[config.mk]
export PLATFORM = sky130hd
export DESIGN_NAME = json_string_unescape_to_utf8_core
export DESIGN_NICKNAME = d
export VERILOG_FILES = /design/src/rtl/jsu_pkg.sv /design/src/rtl/jsu_fifo.sv /design/src/rtl/jsu_front.sv /design/src/rtl/jsu_back.sv /design/src/rtl/json_string_unescape_to_utf8_core.sv
export SDC_FILE = /design/constraint.sdc
export NUM_CORES = 1
export LEC_CHECK = 0
export CORE_MARGIN = 1
export CORE_UTILIZATION = 31
export DETAILED_ROUTE_END_ITERATION = 7
export DONT_BUFFER_PORTS = 1
export PLACE_DENSITY = 0.45
export SETUP_SLACK_MARGIN = 0.05
export SLEW_MARGIN = 20
export SYNTH_ARGS = -nofsm -noshare
export SYNTH_HDL_FRONTEND = slang
export SYNTH_SLANG_ARGS = --single-unit
[constraint.sdc]
create_clock -name clk -period 7.85 [get_ports clk]
set_input_delay 1.9625 -clock clk [delete_from_list [all_inputs] [get_ports clk]]
set_output_delay 1.9625 -clock clk [all_outputs]
set_load 0.005 [all_outputs]
[src/rtl/jsu_pkg.sv]
// shared types, constants and utf-8 helpers for the json string unescaper
package jsu_pkg;

  localparam int CP_W       = 21;
  localparam int FIFO_DEPTH = 4;
  localparam int FIFO_AW    = $clog2(FIFO_DEPTH);

  typedef struct packed {
    logic            valid;
    logic            raw;
    logic [CP_W-1:0] cp;
  } slot_t;

  typedef struct packed {
    slot_t a;
    slot_t b;
    logic  last;
    logic  err;
  } job_t;

  // index of the final byte of a slot's encoding
  function automatic logic [1:0] utf8_lidx(input slot_t s);
    logic [1:0] r;
    begin
      if (s.raw || s.cp < CP_W'(21'h80)) begin
        r = 2'd0;
      end else if (s.cp < CP_W'(21'h800)) begin
        r = 2'd1;
      end else if (s.cp < CP_W'(21'h10000)) begin
        r = 2'd2;
      end else begin
        r = 2'd3;
      end
      return r;
    end
  endfunction

  // byte k of the encoding whose final byte index is lidx
  function automatic logic [7:0] utf8_byte(input slot_t s, input logic [1:0] k,
                                           input logic [1:0] lidx);
    logic [7:0] r;
    logic [1:0] d;
    begin
      d = lidx - k;
      if (lidx == 2'd0) begin
        r = s.cp[7:0];
      end else if (k == 2'd0) begin
        unique case (lidx)
          2'd1:    r = {3'b110, s.cp[10:6]};
          2'd2:    r = {4'b1110, s.cp[15:12]};
          default: r = {5'b11110, s.cp[20:18]};
        endcase
      end else begin
        unique case (d)
          2'd1:    r = {2'b10, s.cp[11:6]};
          2'd2:    r = {2'b10, s.cp[17:12]};
          default: r = {2'b10, s.cp[5:0]};
        endcase
      end
      return r;
    end
  endfunction

endpackage

[src/rtl/jsu_fifo.sv]
// short job queue between the classifier and the byte emitter
module jsu_fifo (
  input  logic          clk,
  input  logic          rst,
  input  logic          wr,
  input  jsu_pkg::job_t wdata,
  input  logic          rd,
  output jsu_pkg::job_t rdata,
  output logic          full,
  output logic          nempty
);
  import jsu_pkg::*;

  job_t               mem [FIFO_DEPTH];
  logic [FIFO_AW-1:0] wptr;
  logic [FIFO_AW-1:0] rptr;
  logic [FIFO_AW:0]   count;

  assign full   = (count == (FIFO_AW+1)'(FIFO_DEPTH));
  assign nempty = (count != '0);
  assign rdata  = mem[rptr];

  always_ff @(posedge clk) begin
    if (wr) begin
      mem[wptr] <= wdata;
    end
  end

  always_ff @(posedge clk) begin
    if (rst) begin
      wptr  <= '0;
      rptr  <= '0;
      count <= '0;
    end else begin
      if (wr) begin
        wptr <= wptr + 1'b1;
      end
      if (rd) begin
        rptr <= rptr + 1'b1;
      end
      if (wr && !rd) begin
        count <= count + 1'b1;
      end else if (rd && !wr) begin
        count <= count - 1'b1;
      end
    end
  end

endmodule

[src/rtl/jsu_front.sv]
// escape classifier: tracks escape state and turns words into jobs
module jsu_front (
  input  logic          clk,
  input  logic          rst,
  input  logic          accept,
  input  logic [7:0]    in_byte,
  input  logic          in_last,
  output jsu_pkg::job_t job,
  output logic          job_push
);
  import jsu_pkg::*;

  localparam logic [2:0] M_PLAIN   = 3'd0;
  localparam logic [2:0] M_ESC     = 3'd1;
  localparam logic [2:0] M_HEX1    = 3'd2;
  localparam logic [2:0] M_AHIGH   = 3'd3;
  localparam logic [2:0] M_AHIGHBS = 3'd4;
  localparam logic [2:0] M_HEX2    = 3'd5;

  localparam logic [7:0] CH_BSLASH = 8'h5C;
  localparam logic [7:0] CH_U      = 8'h75;
  localparam logic [7:0] CH_QUOTE  = 8'h22;
  localparam logic [7:0] CH_SLASH  = 8'h2F;
  localparam logic [7:0] CH_B      = 8'h62;
  localparam logic [7:0] CH_F      = 8'h66;
  localparam logic [7:0] CH_N      = 8'h6E;
  localparam logic [7:0] CH_R      = 8'h72;
  localparam logic [7:0] CH_T      = 8'h74;
  localparam logic [7:0] CH_0      = 8'h30;
  localparam logic [7:0] CH_9      = 8'h39;
  localparam logic [7:0] CH_LA     = 8'h61;
  localparam logic [7:0] CH_LF     = 8'h66;
  localparam logic [7:0] CH_UA     = 8'h41;
  localparam logic [7:0] CH_UF     = 8'h46;

  logic [2:0]  mode;
  logic [1:0]  dcnt;
  logic [15:0] acc;
  logic [15:0] high;
  logic        err;

  logic [2:0]  mode_next;
  logic [1:0]  dcnt_next;
  logic [15:0] acc_next;
  logic [15:0] high_next;
  logic        err_next;

  logic        hex_ok;
  logic [3:0]  nib;
  logic [15:0] acc_sh;
  logic        simp_ok;
  logic [7:0]  simp_val;
  job_t        j;

  function automatic slot_t mk_raw(input logic [7:0] b);
    slot_t s;
    begin
      s.valid = 1'b1;
      s.raw   = 1'b1;
      s.cp    = CP_W'(b);
      return s;
    end
  endfunction

  function automatic slot_t mk_cp(input logic [CP_W-1:0] c);
    slot_t s;
    begin
      s.valid = 1'b1;
      s.raw   = 1'b0;
      s.cp    = c;
      return s;
    end
  endfunction

  function automatic logic is_high(input logic [15:0] u);
    return u[15:10] == 6'b110110;
  endfunction

  function automatic logic is_low(input logic [15:0] u);
    return u[15:10] == 6'b110111;
  endfunction

  always_comb begin
    hex_ok = 1'b1;
    nib    = 4'd0;
    if (in_byte >= CH_0 && in_byte <= CH_9) begin
      nib = 4'(in_byte - CH_0);
    end else if (in_byte >= CH_LA && in_byte <= CH_LF) begin
      nib = 4'(in_byte - CH_LA + 8'd10);
    end else if (in_byte >= CH_UA && in_byte <= CH_UF) begin
      nib = 4'(in_byte - CH_UA + 8'd10);
    end else begin
      hex_ok = 1'b0;
    end
    acc_sh = {acc[11:0], nib};
  end

  always_comb begin
    simp_ok  = 1'b1;
    simp_val = in_byte;
    case (in_byte)
      CH_QUOTE, CH_BSLASH, CH_SLASH: simp_val = in_byte;
      CH_B:    simp_val = 8'h08;
      CH_F:    simp_val = 8'h0C;
      CH_N:    simp_val = 8'h0A;
      CH_R:    simp_val = 8'h0D;
      CH_T:    simp_val = 8'h09;
      default: simp_ok  = 1'b0;
    endcase
  end

  always_comb begin
    mode_next = mode;
    dcnt_next = dcnt;
    acc_next  = acc;
    high_next = high;
    err_next  = err;
    j         = '0;

    if (!err) begin
      unique case (mode)
        M_ESC: begin
          if (in_byte == CH_U) begin
            mode_next = M_HEX1;
            dcnt_next = 2'd0;
            acc_next  = 16'd0;
          end else if (simp_ok) begin
            j.a       = mk_raw(simp_val);
            mode_next = M_PLAIN;
          end else begin
            err_next  = 1'b1;
            mode_next = M_PLAIN;
          end
        end
        M_HEX1: begin
          if (!hex_ok) begin
            err_next  = 1'b1;
            mode_next = M_PLAIN;
          end else begin
            acc_next = acc_sh;
            if (dcnt == 2'd3) begin
              dcnt_next = 2'd0;
              if (is_high(acc_sh)) begin
                high_next = acc_sh;
                mode_next = M_AHIGH;
              end else begin
                j.a       = mk_cp(CP_W'(acc_sh));
                mode_next = M_PLAIN;
              end
            end else begin
              dcnt_next = dcnt + 2'd1;
            end
          end
        end
        M_AHIGH: begin
          if (in_byte == CH_BSLASH) begin
            mode_next = M_AHIGHBS;
          end else begin
            j.a       = mk_cp(CP_W'(high));
            j.b       = mk_raw(in_byte);
            mode_next = M_PLAIN;
          end
        end
        M_AHIGHBS: begin
          if (in_byte == CH_U) begin
            mode_next = M_HEX2;
            dcnt_next = 2'd0;
            acc_next  = 16'd0;
          end else if (simp_ok) begin
            j.a       = mk_cp(CP_W'(high));
            j.b       = mk_raw(simp_val);
            mode_next = M_PLAIN;
          end else begin
            err_next  = 1'b1;
            mode_next = M_PLAIN;
          end
        end
        M_HEX2: begin
          if (!hex_ok) begin
            err_next  = 1'b1;
            mode_next = M_PLAIN;
          end else begin
            acc_next = acc_sh;
            if (dcnt == 2'd3) begin
              dcnt_next = 2'd0;
              if (is_low(acc_sh)) begin
                j.a = mk_cp(CP_W'(21'h10000) + {1'b0, high[9:0], acc_sh[9:0]});
                mode_next = M_PLAIN;
              end else begin
                j.a = mk_cp(CP_W'(high));
                if (is_high(acc_sh)) begin
                  high_next = acc_sh;
                  mode_next = M_AHIGH;
                end else begin
                  j.b       = mk_cp(CP_W'(acc_sh));
                  mode_next = M_PLAIN;
                end
              end
            end else begin
              dcnt_next = dcnt + 2'd1;
            end
          end
        end
        default: begin
          if (in_byte == CH_BSLASH) begin
            mode_next = M_ESC;
          end else begin
            mode_next = M_PLAIN;
            j.a       = mk_raw(in_byte);
          end
        end
      endcase
    end

    if (in_last) begin
      if (!err_next) begin
        if (mode_next == M_AHIGH) begin
          if (!j.a.valid) begin
            j.a = mk_cp(CP_W'(high_next));
          end else begin
            j.b = mk_cp(CP_W'(high_next));
          end
        end else if (mode_next != M_PLAIN) begin
          err_next = 1'b1;
        end
      end
      if (err_next) begin
        j     = '0;
        j.err = 1'b1;
      end
      j.last = 1'b1;
    end
  end

  assign job      = j;
  assign job_push = accept && (j.last || j.a.valid);

  always_ff @(posedge clk) begin
    if (rst) begin
      mode <= M_PLAIN;
      dcnt <= 2'd0;
      acc  <= 16'd0;
      high <= 16'd0;
      err  <= 1'b0;
    end else if (accept) begin
      if (in_last) begin
        mode <= M_PLAIN;
        dcnt <= 2'd0;
        acc  <= 16'd0;
        high <= 16'd0;
        err  <= 1'b0;
      end else begin
        mode <= mode_next;
        dcnt <= dcnt_next;
        acc  <= acc_next;
        high <= high_next;
        err  <= err_next;
      end
    end
  end

endmodule

[src/rtl/jsu_back.sv]
// byte emitter: walks each job's slots and drives the result register
module jsu_back (
  input  logic          clk,
  input  logic          rst,
  input  jsu_pkg::job_t head,
  input  logic          head_valid,
  output logic          head_pop,
  input  logic          pop,
  output logic          empty,
  output logic [7:0]    out_byte,
  output logic          has_byte,
  output logic          bad_escape,
  output logic          out_last
);
  import jsu_pkg::*;

  logic       ov;
  logic       sel;
  logic [1:0] idx;

  slot_t      cur;
  logic [1:0] lidx;
  logic       bare;
  logic       job_end;
  logic       take;
  logic       adv;
  logic [7:0] byte_val;

  always_comb begin
    cur      = sel ? head.b : head.a;
    lidx     = utf8_lidx(cur);
    bare     = !head.a.valid;
    job_end  = bare || ((idx == lidx) && (sel || !head.b.valid));
    byte_val = bare ? 8'd0 : utf8_byte(cur, idx, lidx);
    take     = !ov || pop;
    adv      = take && head_valid;
  end

  assign head_pop = adv && job_end;
  assign empty    = !ov;

  always_ff @(posedge clk) begin
    if (rst) begin
      ov  <= 1'b0;
      sel <= 1'b0;
      idx <= 2'd0;
    end else begin
      if (take) begin
        ov <= head_valid;
      end
      if (adv) begin
        if (job_end) begin
          sel <= 1'b0;
          idx <= 2'd0;
        end else if (idx == lidx) begin
          sel <= 1'b1;
          idx <= 2'd0;
        end else begin
          idx <= idx + 2'd1;
        end
      end
    end
  end

  always_ff @(posedge clk) begin
    if (adv) begin
      out_byte   <= byte_val;
      has_byte   <= !bare;
      bad_escape <= bare && head.err;
      out_last   <= job_end && head.last;
    end
  end

endmodule

[src/rtl/json_string_unescape_to_utf8_core.sv]
// top level of the json string unescaper with utf-8 output
//
//   channel  | handshake          | words
//   ---------+--------------------+--------------------------------------------
//   input    | push / full        | in_byte, in_last
//   result   | pop / empty        | out_byte, has_byte, bad_escape, out_last
//
// one input word is taken per cycle while the 4-entry job queue has room
// the emitter gives one result word per cycle unless stalled; a word of n bytes
//   (at most 6) holds it until all are out, so long escapes fill the queue
// an input word passes the job queue and the result register before the ports
// synchronous reset clears escape state, queue pointers and the result valid
module json_string_unescape_to_utf8_core (
  input  logic       clk,
  input  logic       rst,
  input  logic       push,
  output logic       full,
  input  logic [7:0] in_byte,
  input  logic       in_last,
  input  logic       pop,
  output logic       empty,
  output logic [7:0] out_byte,
  output logic       has_byte,
  output logic       bad_escape,
  output logic       out_last
);
  import jsu_pkg::*;

  logic accept;
  job_t fjob;
  logic fpush;
  job_t head;
  logic head_valid;
  logic head_pop;

  assign accept = push && !full;

  jsu_front u_front (
    .clk      (clk),
    .rst      (rst),
    .accept   (accept),
    .in_byte  (in_byte),
    .in_last  (in_last),
    .job      (fjob),
    .job_push (fpush)
  );

  jsu_fifo u_fifo (
    .clk    (clk),
    .rst    (rst),
    .wr     (fpush),
    .wdata  (fjob),
    .rd     (head_pop),
    .rdata  (head),
    .full   (full),
    .nempty (head_valid)
  );

  jsu_back u_back (
    .clk        (clk),
    .rst        (rst),
    .head       (head),
    .head_valid (head_valid),
    .head_pop   (head_pop),
    .pop        (pop),
    .empty      (empty),
    .out_byte   (out_byte),
    .has_byte   (has_byte),
    .bad_escape (bad_escape),
    .out_last   (out_last)
  );

endmodule

==> out/results.tsv <==
stage	metric	value	unit
clock_tree	cts_buffer_depth	3	
yosys	synth_flop_cell	edfxtp_1	
grt	antenna_found_initial	0	
floorplan	die_w	190	um
clock_tree	numCtsBuffers	26	
run	cap_violations	0	
route	vias	7007	
timing	clock_skew	0.0204	ns
yosys	yosysWarnings	0	
floorplan	initial_core_util	0.315	
placement	dp_slack	1.91	ns
yosys	synth_top_area_cell	edfxtp_1	
placement	portBuffers	0	
route	drt-initial-drc-count	786	
clock_tree	clockRootBuffer	clkbuf_16	
hold_path	hold_path.class	reg2reg	
yosys	synthMostInstantiatedCell	edfxtp_1	
route	wl_per_cell	22.4	um
timing	fin_crit_sh	0.691	
yosys	synth_edf_count	183	
power_and_ir_drop	power.total	3.54	mW
grt	grt.overflow.total	0	
route	ant_nets	0	
floorplan	dieArea	36000	um^2
finish	fillers	3358	
finish	final_cells	1304	
route	dr.pass1.iters	5	
finish	final_nets	861	
clock_tree	clk-insertion-delay-late	0.53	ns
yosys	synth.area.top_cells	edfxtp_1 (50%), dfxtp_1 (8.6%), mux4_2 (7.4%)	
grt	grt_usage	0.166	
clock_tree	path_clk_slew	0.06	ns
yosys	synth_cell_type_count	69	
timing	rsz0062_at_grt	no	
placement	dp.cells	1256	
timing	final.min_clock_period	5.42	ns
route	wl	29.2	mm
finish	diodes	0	
timing	finalSetupTns	0	ns
timing	setup_slack	2.43	ns
worst_setup_path	critPathKind	in2reg	
clock_tree	cts_resized	0	
worst_setup_path	reg2reg_slack	2.84	ns
timing	relSlewSlack	0.339	
hold_path	hp-start	u_back.idx[1]$_SDFFE_PP0P_	
clock_tree	clock_sinks	230	
yosys	ys_seq_elements	230	
route	drc	0	
clock_tree	postCtsHoldBufs	0	
grt	grt_pass1_vias	7119	
placement	dp_hpwl	20.3	mm
timing	fmax	0.184	GHz
worst_setup_path	cp-startpoint	in_byte[0]	
grt	grt_pass1_wl	45.4	mm
yosys	ys_async_sr_fraction	0	
worst_setup_path	crit_fanout	26	
yosys	syn_area	10900	um^2
clock_tree	cts_setup_buffers	0	
worst_setup_path	worstPathRequired	8.05	ns
yosys	synth_top_cell_area_share	0.504	
worst_setup_path	worst_setup_path_start_kind	input pin	
yosys	syn_inst	839	
floorplan	core.rowCount	68	
floorplan	io_pins	26	
worst_setup_path	timing.critical_path.to_type	register	
status	status	complete, no violations	
power_and_ir_drop	power_density	289	nW/um^2
power_and_ir_drop	ir_drop	0.163	mV
power_and_ir_drop	p_leak	3.88	nW
placement	globalplace.congestion	0.901	
floorplan	core	34600	um^2
finish	area_delta_synth_final	12.1	%
timing	worstMarginPinSlew	0.988	ns
route	drt-vias-per-instance	5.37	
timing	finalMaxSlewViolations	0	
timing	finalHoldViolCount	0	
yosys	netlist_top_cells_count	edfxtp_1 (183), nor2_1 (64), a21oi_1 (58)	
finish	layout-drive-gt1-share	0.148	
floorplan	die_h	190	um
yosys	synth_nets	871	
yosys	avgSynthCellArea	13.0	um^2
worst_setup_path	cp.arrival	5.62	ns
clock_tree	tritoncts	built	
timing	setup_viol	0	
clock_tree	htreeDepth	1	
grt	grt_max_degree	46	
yosys	seq_area_frac_synth	0.590	
[critical path, cell delays in order]
cell	delay, ns
inv_1	0.12
ha_1	0.22
and3_1	0.24
nand3_1	0.37
o31ai_1	0.32
or2_2	0.27
a21oi_1	0.14
a311o_1	0.44
a21oi_2	0.34
and2_2	0.75
buf_4	0.41
[per-layer routing]
metal | global-route usage | routed length [um]
met5 | 0 | 0
met4 | 0.0350 | 561
met3 | 0.0205 | 1220
met1 | 0.236 | 13700
met2 | 0.270 | 13600
[worst paths after layout]
kind,endpoint,depth (start not counted)
setup reg to reg,u_fifo.count[2]$_SDFFE_PP0P_,15
hold / removal,u_back.idx[1]$_SDFFE_PP0P_,2
hold reg to reg,u_back.idx[1]$_SDFFE_PP0P_,2
setup / recovery,u_fifo.mem[3][30]$_DFFE_PP_,11
[per-stage QoR]
stage	hold WS, ns	instance area (um^2)	util
detailed placement	0.442	11400	0.329
CTS	0.451	12200	0.353
floorplan	0.430	10900	-
global route	0.470	12200	0.353
global placement	0.437	11400	0.329
finish	0.446	12200	0.353
[flip-flops by register name (all words and copies together), names as in the netlist, 2 cells and up, named ones only]
| signal | flops |
|---|---|
| u_fifo.wptr | 2 |
| u_front.dcnt | 2 |
| u_fifo.mem | 172 |
| u_back.idx | 2 |
| u_fifo.rptr | 2 |
| u_front.mode | 3 |
| u_fifo.count | 3 |
| u_front.acc | 12 |
| u_back.out_byte | 8 |
| u_front.high | 16 |
[cells by family (layout without fill, tap and decap cells)]
| group | Yosys count | in the layout | synth area share |
|---|---|---|---|
| and+or+nand+nor | 235 | 235 | 0.109 |
| DFF | 230 | 230 | 0.590 |
| AOI/OAI and AO/OA | 185 | 185 | 0.115 |
| muxes | 80 | 80 | 0.126 |
| buffers and inverters | 78 | 88 | 0.0291 |
| adders and majority gates | 19 | 19 | 0.0225 |
| xor gates and xnor gates | 12 | 12 | 0.00963 |
[power breakdown]
part	internal, mW	switching [mW]	leakage [nW]	total, mW
combinational	0.337	0.452	1.40	0.788
sequential	1.47	0.0805	2.06	1.55
clock	0.708	0.494	0.419	1.20
total	2.51	1.03	3.88	3.54
[final cells by class]
type | count | area (um^2) | area share
clock buffers | 28 | 658 | 0.0538
clock inverters | 20 | 194 | 0.0159
inverters | 28 | 105 | 0.00859
multi-input cells | 531 | 4180 | 0.341
flip-flops and latches | 230 | 6440 | 0.526
well taps | 455 | 569 | 0.0465
repair buffers | 12 | 90.1 | 0.00736
[placed cells by master (no fill, tap or decap), drive strengths merged, types with 11 or more instances in the layout]
| cell | synthesis | final |
|---|---|---|
| nor2 | 64 | 64 |
| o21ai | 18 | 18 |
| and2 | 13 | 13 |
| dfxtp | 47 | 47 |
| mux2i | 22 | 22 |
| ha | 18 | 18 |
| a31oi | 11 | 11 |
| nor3 | 11 | 11 |
| o22ai | 12 | 12 |
| a211oi | 11 | 11 |
| a21oi | 59 | 59 |
| clkinv | 0 | 14 |
| clkbuf | 32 | 28 |
| edfxtp | 183 | 183 |
| inv | 28 | 29 |
| nand2 | 57 | 57 |
| nand2b | 14 | 14 |
| buf | 18 | 12 |
| mux4 | 42 | 42 |
| a221oi | 11 | 11 |
| mux2 | 16 | 16 |
| a22oi | 11 | 11 |
| nand3 | 23 | 23 |
Note: power is estimated with default switching activity, not from simulation.
